File: src/rtl/tmta_pkg.sv
`timescale 1ns / 1ps

package tmta_pkg;

   typedef enum logic {
      CMD_BYTE  = 1'b0,
      CMD_COLOR = 1'b1
   } cmd_kind_type;

   typedef enum logic [1:0] {
      TGT_NONE = 2'd0,
      TGT_FG   = 2'd1,
      TGT_BG   = 2'd2
   } target_type;

   // data holds the raw byte, or {bg, digit} in the low five bits for a color
   typedef struct packed {
      cmd_kind_type kind;
      logic [7:0]   data;
   } cmd_type;

   localparam int QueueDepth = 2;
   localparam int ColorLen   = 6;

   localparam logic [7:0] ChEsc    = 8'h1B;
   localparam logic [7:0] ChBrack  = 8'h5B;
   localparam logic [7:0] ChM      = 8'h6D;
   localparam logic [7:0] ChBslash = 8'h5C;
   localparam logic [7:0] ChN      = 8'h6E;
   localparam logic [7:0] ChLf     = 8'h0A;
   localparam logic [7:0] ChDollar = 8'h24;
   localparam logic [7:0] ChBang   = 8'h21;
   localparam logic [7:0] ChStar   = 8'h2A;
   localparam logic [7:0] ChX      = 8'h78;
   localparam logic [7:0] ChZero   = 8'h30;

   // sgr codes as three bcd digits, foreground first then background
   localparam logic [11:0] ColorBcd [32] = '{
      12'h030, 12'h034, 12'h032, 12'h036, 12'h031, 12'h035, 12'h033, 12'h090,
      12'h037, 12'h094, 12'h092, 12'h096, 12'h091, 12'h095, 12'h093, 12'h097,
      12'h040, 12'h044, 12'h042, 12'h046, 12'h041, 12'h045, 12'h043, 12'h100,
      12'h047, 12'h104, 12'h102, 12'h106, 12'h101, 12'h105, 12'h103, 12'h107
   };

   // bit 4 set means not a hex digit
   function automatic logic [4:0] hex_value(input logic [7:0] c);
      logic [4:0] v;
      v = 5'h10;
      if (c >= 8'h30 && c <= 8'h39) begin
         v = {1'b0, c[3:0]};
      end else if ((c >= 8'h41 && c <= 8'h46) || (c >= 8'h61 && c <= 8'h66)) begin
         v = {1'b0, c[3:0] + 4'd9};
      end
      return v;
   endfunction

endpackage

File: src/rtl/tty_markup_to_ansi_filter.sv
`timescale 1ns / 1ps
// channel   valid       stall       payload
// input     req_valid   req_stall   req_in_byte
// result    rsp_valid   rsp_stall   rsp_out_byte, rsp_last
//
// one input byte per cycle unless stalled; a plain or raw byte passes the queue, then output register
// a color escape sends five or six bytes, one per cycle unless stalled, from the back end
// a two-entry queue parts the parser from the emitter; input stalls only when it is full
// reset clears parser state, queue pointers and output valid

module tty_markup_to_ansi_filter import tmta_pkg::*; (
   input  logic       clock,
   input  logic       reset,
   input  logic       req_valid,
   output logic       req_stall,
   input  logic [7:0] req_in_byte,
   output logic       rsp_valid,
   input  logic       rsp_stall,
   output logic [7:0] rsp_out_byte,
   output logic       rsp_last
);

   logic    q_full;
   logic    q_push;
   cmd_type q_cmd;
   logic    q_pop;
   logic    head_valid;
   cmd_type head_cmd;

   tmta_front u_front (
      .clock       (clock),
      .reset       (reset),
      .req_valid   (req_valid),
      .req_stall   (req_stall),
      .req_in_byte (req_in_byte),
      .q_full      (q_full),
      .q_push      (q_push),
      .q_cmd       (q_cmd)
   );

   tmta_queue u_queue (
      .clock      (clock),
      .reset      (reset),
      .push       (q_push),
      .push_cmd   (q_cmd),
      .full       (q_full),
      .pop        (q_pop),
      .head_valid (head_valid),
      .head_cmd   (head_cmd)
   );

   tmta_back u_back (
      .clock        (clock),
      .reset        (reset),
      .head_valid   (head_valid),
      .head_cmd     (head_cmd),
      .pop          (q_pop),
      .rsp_valid    (rsp_valid),
      .rsp_stall    (rsp_stall),
      .rsp_out_byte (rsp_out_byte),
      .rsp_last     (rsp_last)
   );

endmodule

File: src/rtl/tmta_front.sv
`timescale 1ns / 1ps

module tmta_front import tmta_pkg::*; (
   input  logic       clock,
   input  logic       reset,
   input  logic       req_valid,
   output logic       req_stall,
   input  logic [7:0] req_in_byte,
   input  logic       q_full,
   output logic       q_push,
   output cmd_type    q_cmd
);

   logic       esc_ff, esc_in;
   logic       dollar_ff, dollar_in;
   target_type target_ff, target_in;
   logic [1:0] phase_ff, phase_in;
   logic [7:0] accum_ff, accum_in;
   logic       emit;
   logic       accept;
   logic [4:0] hex_d;
   logic [7:0] nib;
   logic [7:0] acc_new;

   assign req_stall = q_full;
   assign accept    = req_valid && !q_full;
   assign q_push    = accept && emit;
   assign hex_d     = hex_value(req_in_byte);
   assign nib       = hex_d[4] ? 8'hFF : {4'h0, hex_d[3:0]};
   assign acc_new   = {accum_ff[3:0], 4'h0} | nib;

   always_comb begin
      esc_in    = esc_ff;
      dollar_in = dollar_ff;
      target_in = target_ff;
      phase_in  = phase_ff;
      accum_in  = accum_ff;
      emit      = 1'b0;
      q_cmd     = '{kind: CMD_BYTE, data: req_in_byte};
      priority if (esc_ff) begin
         esc_in = 1'b0;
         if (req_in_byte == ChBslash || req_in_byte == ChDollar) begin
            emit = 1'b1;
         end else if (req_in_byte == ChN) begin
            emit       = 1'b1;
            q_cmd.data = ChLf;
         end
      end else if (dollar_ff) begin
         priority if (req_in_byte == ChBang) begin
            target_in = TGT_FG;
         end else if (req_in_byte == ChStar) begin
            target_in = TGT_BG;
         end else if (req_in_byte == ChX) begin
            phase_in = 2'd1;
         end else if (phase_ff != 2'd0) begin
            if (phase_ff == 2'd2) begin
               emit       = 1'b1;
               q_cmd.data = acc_new;
               accum_in   = 8'h00;
               dollar_in  = 1'b0;
               phase_in   = 2'd0;
            end else begin
               accum_in = acc_new;
               phase_in = 2'd2;
            end
         end else begin
            if (!hex_d[4] && target_ff != TGT_NONE) begin
               emit  = 1'b1;
               q_cmd = '{kind: CMD_COLOR,
                         data: {3'b000, target_ff == TGT_BG, hex_d[3:0]}};
            end
            target_in = TGT_NONE;
            dollar_in = 1'b0;
         end
      end else if (req_in_byte[7]) begin
         emit = 1'b1;
      end else if (req_in_byte == ChBslash) begin
         esc_in = 1'b1;
      end else if (req_in_byte == ChDollar) begin
         dollar_in = 1'b1;
      end else begin
         emit = 1'b1;
      end
   end

   always_ff @(posedge clock) begin
      if (reset) begin
         esc_ff    <= 1'b0;
         dollar_ff <= 1'b0;
         target_ff <= TGT_NONE;
         phase_ff  <= 2'd0;
         accum_ff  <= 8'h00;
      end else if (accept) begin
         esc_ff    <= esc_in;
         dollar_ff <= dollar_in;
         target_ff <= target_in;
         phase_ff  <= phase_in;
         accum_ff  <= accum_in;
      end
   end

endmodule

File: src/rtl/tmta_queue.sv
`timescale 1ns / 1ps

module tmta_queue import tmta_pkg::*; (
   input  logic    clock,
   input  logic    reset,
   input  logic    push,
   input  cmd_type push_cmd,
   output logic    full,
   input  logic    pop,
   output logic    head_valid,
   output cmd_type head_cmd
);

   localparam int PtrW = $clog2(QueueDepth);

   cmd_type                    mem [QueueDepth];
   logic [PtrW-1:0]            wr_ptr_ff, wr_ptr_in;
   logic [PtrW-1:0]            rd_ptr_ff, rd_ptr_in;
   logic [$clog2(QueueDepth+1)-1:0] count_ff, count_in;

   assign full       = (count_ff == QueueDepth[$clog2(QueueDepth+1)-1:0]);
   assign head_valid = (count_ff != '0);
   assign head_cmd   = mem[rd_ptr_ff];

   always_comb begin
      wr_ptr_in = push ? wr_ptr_ff + 1'b1 : wr_ptr_ff;
      rd_ptr_in = pop  ? rd_ptr_ff + 1'b1 : rd_ptr_ff;
      count_in  = count_ff;
      if (push && !pop) begin
         count_in = count_ff + 1'b1;
      end else if (pop && !push) begin
         count_in = count_ff - 1'b1;
      end
   end

   always_ff @(posedge clock) begin
      if (push) begin
         mem[wr_ptr_ff] <= push_cmd;
      end
   end

   always_ff @(posedge clock) begin
      if (reset) begin
         wr_ptr_ff <= '0;
         rd_ptr_ff <= '0;
         count_ff  <= '0;
      end else begin
         wr_ptr_ff <= wr_ptr_in;
         rd_ptr_ff <= rd_ptr_in;
         count_ff  <= count_in;
      end
   end

endmodule

File: src/rtl/tmta_back.sv
`timescale 1ns / 1ps

module tmta_back import tmta_pkg::*; (
   input  logic       clock,
   input  logic       reset,
   input  logic       head_valid,
   input  cmd_type    head_cmd,
   output logic       pop,
   output logic       rsp_valid,
   input  logic       rsp_stall,
   output logic [7:0] rsp_out_byte,
   output logic       rsp_last
);

   localparam int PosW = $clog2(ColorLen);

   logic            rsp_valid_ff, rsp_valid_in;
   logic [7:0]      byte_ff, byte_in;
   logic            last_ff, last_in;
   logic [PosW-1:0] pos_ff, pos_in;
   logic            out_load;
   logic [11:0]     bcd;
   logic            hund;
   logic [PosW-1:0] slot;
   logic            is_last;

   assign out_load = !rsp_valid_ff || !rsp_stall;
   assign bcd      = ColorBcd[head_cmd.data[4:0]];
   assign hund     = (bcd[11:8] != 4'h0);
   assign slot     = (!hund && pos_ff >= PosW'(2)) ? pos_ff + 1'b1 : pos_ff;

   always_comb begin
      if (head_cmd.kind == CMD_BYTE) begin
         is_last = 1'b1;
      end else begin
         is_last = (slot == PosW'(ColorLen - 1));
      end
   end

   always_comb begin
      byte_in = ChM;
      if (head_cmd.kind == CMD_BYTE) begin
         byte_in = head_cmd.data;
      end else begin
         unique case (slot)
            PosW'(0): byte_in = ChEsc;
            PosW'(1): byte_in = ChBrack;
            PosW'(2): byte_in = ChZero | {4'h0, bcd[11:8]};
            PosW'(3): byte_in = ChZero | {4'h0, bcd[7:4]};
            PosW'(4): byte_in = ChZero | {4'h0, bcd[3:0]};
            default:  byte_in = ChM;
         endcase
      end
   end

   assign pop          = out_load && head_valid && is_last;
   assign last_in      = is_last;
   assign rsp_valid_in = out_load ? head_valid : rsp_valid_ff;
   assign pos_in       = (out_load && head_valid) ? (is_last ? '0 : pos_ff + 1'b1) : pos_ff;

   always_ff @(posedge clock) begin
      if (reset) begin
         rsp_valid_ff <= 1'b0;
         pos_ff       <= '0;
      end else begin
         rsp_valid_ff <= rsp_valid_in;
         pos_ff       <= pos_in;
      end
   end

   always_ff @(posedge clock) begin
      if (out_load && head_valid) begin
         byte_ff <= byte_in;
         last_ff <= last_in;
      end
   end

   assign rsp_valid    = rsp_valid_ff;
   assign rsp_out_byte = byte_ff;
   assign rsp_last     = last_ff;

endmodule

File: config.mk
export PLATFORM = sky130hd
export DESIGN_NAME = tty_markup_to_ansi_filter
export DESIGN_NICKNAME = d
export VERILOG_FILES = /design/src/rtl/tmta_pkg.sv /design/src/rtl/tty_markup_to_ansi_filter.sv /design/src/rtl/tmta_front.sv /design/src/rtl/tmta_queue.sv /design/src/rtl/tmta_back.sv
export SDC_FILE = /design/constraint.sdc
export NUM_CORES = 1
export LEC_CHECK = 0
export ABC_AREA = 0
export BUFFER_PORTS_ARGS = -buffer_cell sky130_fd_sc_hd__buf_2
export CELL_PAD_IN_SITES_DETAIL_PLACEMENT = 1
export CELL_PAD_IN_SITES_GLOBAL_PLACEMENT = 2
export CORE_MARGIN = 10
export CORE_UTILIZATION = 40
export DETAILED_ROUTE_END_ITERATION = 10
export PLACE_DENSITY_LB_ADDON = 0.1
export SLEW_MARGIN = 15
export SYNTH_ARGS = -nofsm -noshare
export SYNTH_HDL_FRONTEND = slang
export SYNTH_SLANG_ARGS = --single-unit
export TNS_END_PERCENT = 1
File: constraint.sdc
create_clock -name clock -period 7.3 [get_ports clock]
set_clock_uncertainty 0.15 [all_clocks]
set_input_delay 2.19 -clock clock [delete_from_list [all_inputs] [get_ports clock]]
set_output_delay 2.19 -clock clock [all_outputs]
set_load 0.01 [all_outputs]
==> impl_metrics.yaml <==
timing:
  setup_tns_ps: 0
  finalCritPeriodShare: 0.643
  fin_ws_ps: 2610
  slew_headroom: 0.468
  final_max_slew_viol_count: 0
  period_minus_slack_ps: 4690
  rsz0062_at_grt: "no"
  max_freq_mhz: 213
  worst_pin_slew_ps: 797
  hold_viol: 0
  setup_violations: 0
hold_path:
  min-delay-start: "u_front.accum_ff[3]"
  hold_depth: 2
  hold_class: "reg2reg"
  holdPathEnd: "u_front.accum_ff[3]"
global_routing:
  antenna_found_initial: 0
  grt_overflow: 0
  grt_max_degree: 20
  grt_pass1_vias: 2710
  grt_pass1_wl_mm: 13.3
  grt_use_total: 0.142
clocking:
  ctsResizeCount: 0
  cts_tree: "yes"
  holdBufCountCts: 0
  cts_max_level: 2
  clk-insertion-delay-late_ps: 300
  clockBufferDepth: 2
  clock-sinks: 46
  cts_buffers: 5
  cts_setup_buffers: 0
  cts-root-buf: "clkbuf_8"
  clk_pin_slew_worst_paths_ps: 90
synthesis:
  syn_avg_cell_area_um2: 9.29
  synth_top_area_frac: 0.268
  yosys-top-cells-area: "edfxtp_1, dfxtp_1, nor2_1"
  syn_area_mm2: 0.00303
  synth_nets: 344
  async_reset_ff_frac: 0
  ys_types: 67
  synth-seq-cells: 46
  synth_ff_type: "edfxtp_1"
  synth_largest_area_cell: "edfxtp_1"
  synth_enable_flop_cells: 27
  syn_inst: 326
  seq_area_frac_synth: 0.393
  ys_warn_count: 0
placed_design:
  place_congestion: 0.886
  hpwl_mm: 6.28
  place_ws_ps: 2260
  io_buffers: 22
critical_path:
  r2r_end: "u_queue.count_ff[1]"
  cp-start-kind: "input port"
  r2r.worst_path.cells: 8
  critPathBufInv: 3
  arrival_ps: 4770
  reg2reg_setup_slack_ps: 3860
  slowest_delay_ps: 560
  cp_cell_sequence: "buf_2, inv_1, ha_1, inv_1, o311ai_2, a21oi_1, o21ai_2, a211oi_4, ha_1, or3_1, a21oi_1"
  crit_required_ps: 7380
  cp_max_fo: 9
  critPathTopFamily: "compound AO/OA/AOI/OAI gates"
  endpoint_kind: "flip-flop"
  crit_slowest_cell: "o311ai_2"
  crit_type: "in2reg"
route:
  postRouteAntennaNets: 0
  firstDrtPassIters: 4
  wl_per_cell_um: 18.0
  drt_wl_total_mm: 7.95
  drtIter0Drc: 52
  num_vias: 2556
  viasPerCell: 5.80
  drc: 0
power_and_ir_drop:
  internal_power_mw: 0.549
  power_frac_clock: 0.180
  ir_worst_vdd_mv: 0.0725
  p_sw_mw: 0.344
  p_per_area_mw_per_mm2: 272
  p_leak_nw: 1.18
  switching_share: 0.385
  comb_power_share: 0.384
  seq_power_share: 0.436
floorplanning:
  core_area_mm2: 0.00729
  start_util: 0.415
  num_io_pins: 23
  die_x_um: 107
  die_area_mm2: 0.0115
  die_h_um: 107
  rows: 31
outcome:
  status: "finished clean"
layout:
  layout_common_cells: "nor2_1, nand2_1, edfxtp_1, a21oi_1, buf_2"
  area_delta_synth_final_pct: 8.51
  diodes: 0
  final_common_cell: "nor2_1"
  nNetsFinal: 359
  drive_gt1_frac: 0.164
run:
  drv_cap: 0
[sequential cells by signal, indices dropped and copies added (netlist names), 2 cells and up, named ones only]
signal,cells
u_queue.mem,18
u_back.rsp_out_byte,8
u_front.accum_ff,4
u_back.pos_ff,3
u_front.phase_ff,2
u_front.target_ff,2
u_queue.count_ff,2
[per-stage QoR]
| step | power [mW] | utilization | instances | instance area, um^2 | hold slack [ps] |
|---|---|---|---|---|---|
| 3_3_place_gp | 0.733 | 0.438 | 433 | 3190 | 310 |
| 5_1_grt | 0.960 | 0.451 | 441 | 3290 | 367 |
| 2_1_floorplan | 0.644 | - | 326 | 3030 | 297 |
| 6_report | 0.893 | 0.451 | 441 | 3290 | 329 |
| 4_1_cts | 0.907 | 0.451 | 441 | 3290 | 336 |
| 3_5_place_dp | 0.743 | 0.438 | 433 | 3190 | 320 |
[tightest hold or removal path, cell delays in order (launching register included)]
cell and delay [ps]:
dfxtp_1 320, nand2b_1 60, a21oi_1 50
[layer usage]
metal  wire [um]  vias up  GRT usage
li1            -     1256          -
met2        4270       32      0.275
met5           0        -          0
met1        3330     1251      0.150
met3         154       17     0.0210
met4         195        0     0.0532
[worst max path at each step]
stage	cells past startpoint	slack (ps)	start	endpoint
floorplan	7	2850	req_in_byte[4]	u_queue.mem[0][0]
global placement	8	2430	req_in_byte[0]	u_queue.mem[0][5]
CTS	8	2590	req_in_byte[0]	u_queue.mem[0][2]
finish	11	2610	req_in_byte[0]	u_queue.count_ff[1]
detailed placement	8	2260	req_in_byte[0]	u_queue.mem[0][7]
global route	8	2250	req_in_byte[0]	u_queue.mem[0][2]
[kinds of logic after synthesis]
| family | count (synthesis) | share of synthesized area |
|---|---|---|
| XOR/XNOR | 4 | 0.0116 |
| buffers and inverters | 26 | 0.0388 |
| AND/OR/NAND/NOR | 119 | 0.211 |
| flip-flops | 46 | 0.393 |
| AO/OA/AOI/OAI | 106 | 0.248 |
| multiplexers | 19 | 0.0719 |
| adder cells (fa/ha/maj) | 6 | 0.0248 |
[cell type report]
cell class | instances | area (um^2)
fillers | 886 | 4010
multi-input cells | 254 | 1720
flip-flops and latches | 46 | 1190
well taps | 99 | 124
repair buffers | 23 | 118
clock buffers | 5 | 68.8
inverters | 11 | 41.3
clock inverters | 3 | 23.8
[cells in the mapped netlist, types with 3 or more instances]
library cell	instances
nor2_1	42
nand2_1	28
edfxtp_1	27
a21oi_1	23
dfxtp_1	19
o21ai_0	19
inv_1	11
mux2i_1	10
clkbuf_1	9
a211oi_1	7
ha_1	6
mux2_2	6
nand2b_1	6
nor3_1	6
nand3_1	5
nor2b_1	5
a211o_1	4
a31oi_1	4
buf_2	4
o31ai_1	4
a2111oi_0	3
a221oi_1	3
a22oi_1	3
a32oi_1	3
nor3_4	3
nor3b_1	3
o21bai_1	3
o2bb2ai_1	3
or2_2	3
or3_1	3
xor2_1	3
[power by group through the flow]
stage | clock network, mW | logic, mW | registers (mW)
floorplan | 0 | 0.261 | 0.383
global placement | 0 | 0.339 | 0.394
detailed placement | 0 | 0.346 | 0.398
CTS | 0.168 | 0.347 | 0.391
global route | 0.180 | 0.381 | 0.399
finish | 0.161 | 0.343 | 0.390
Note: power is estimated with default switching activity, not from simulation.
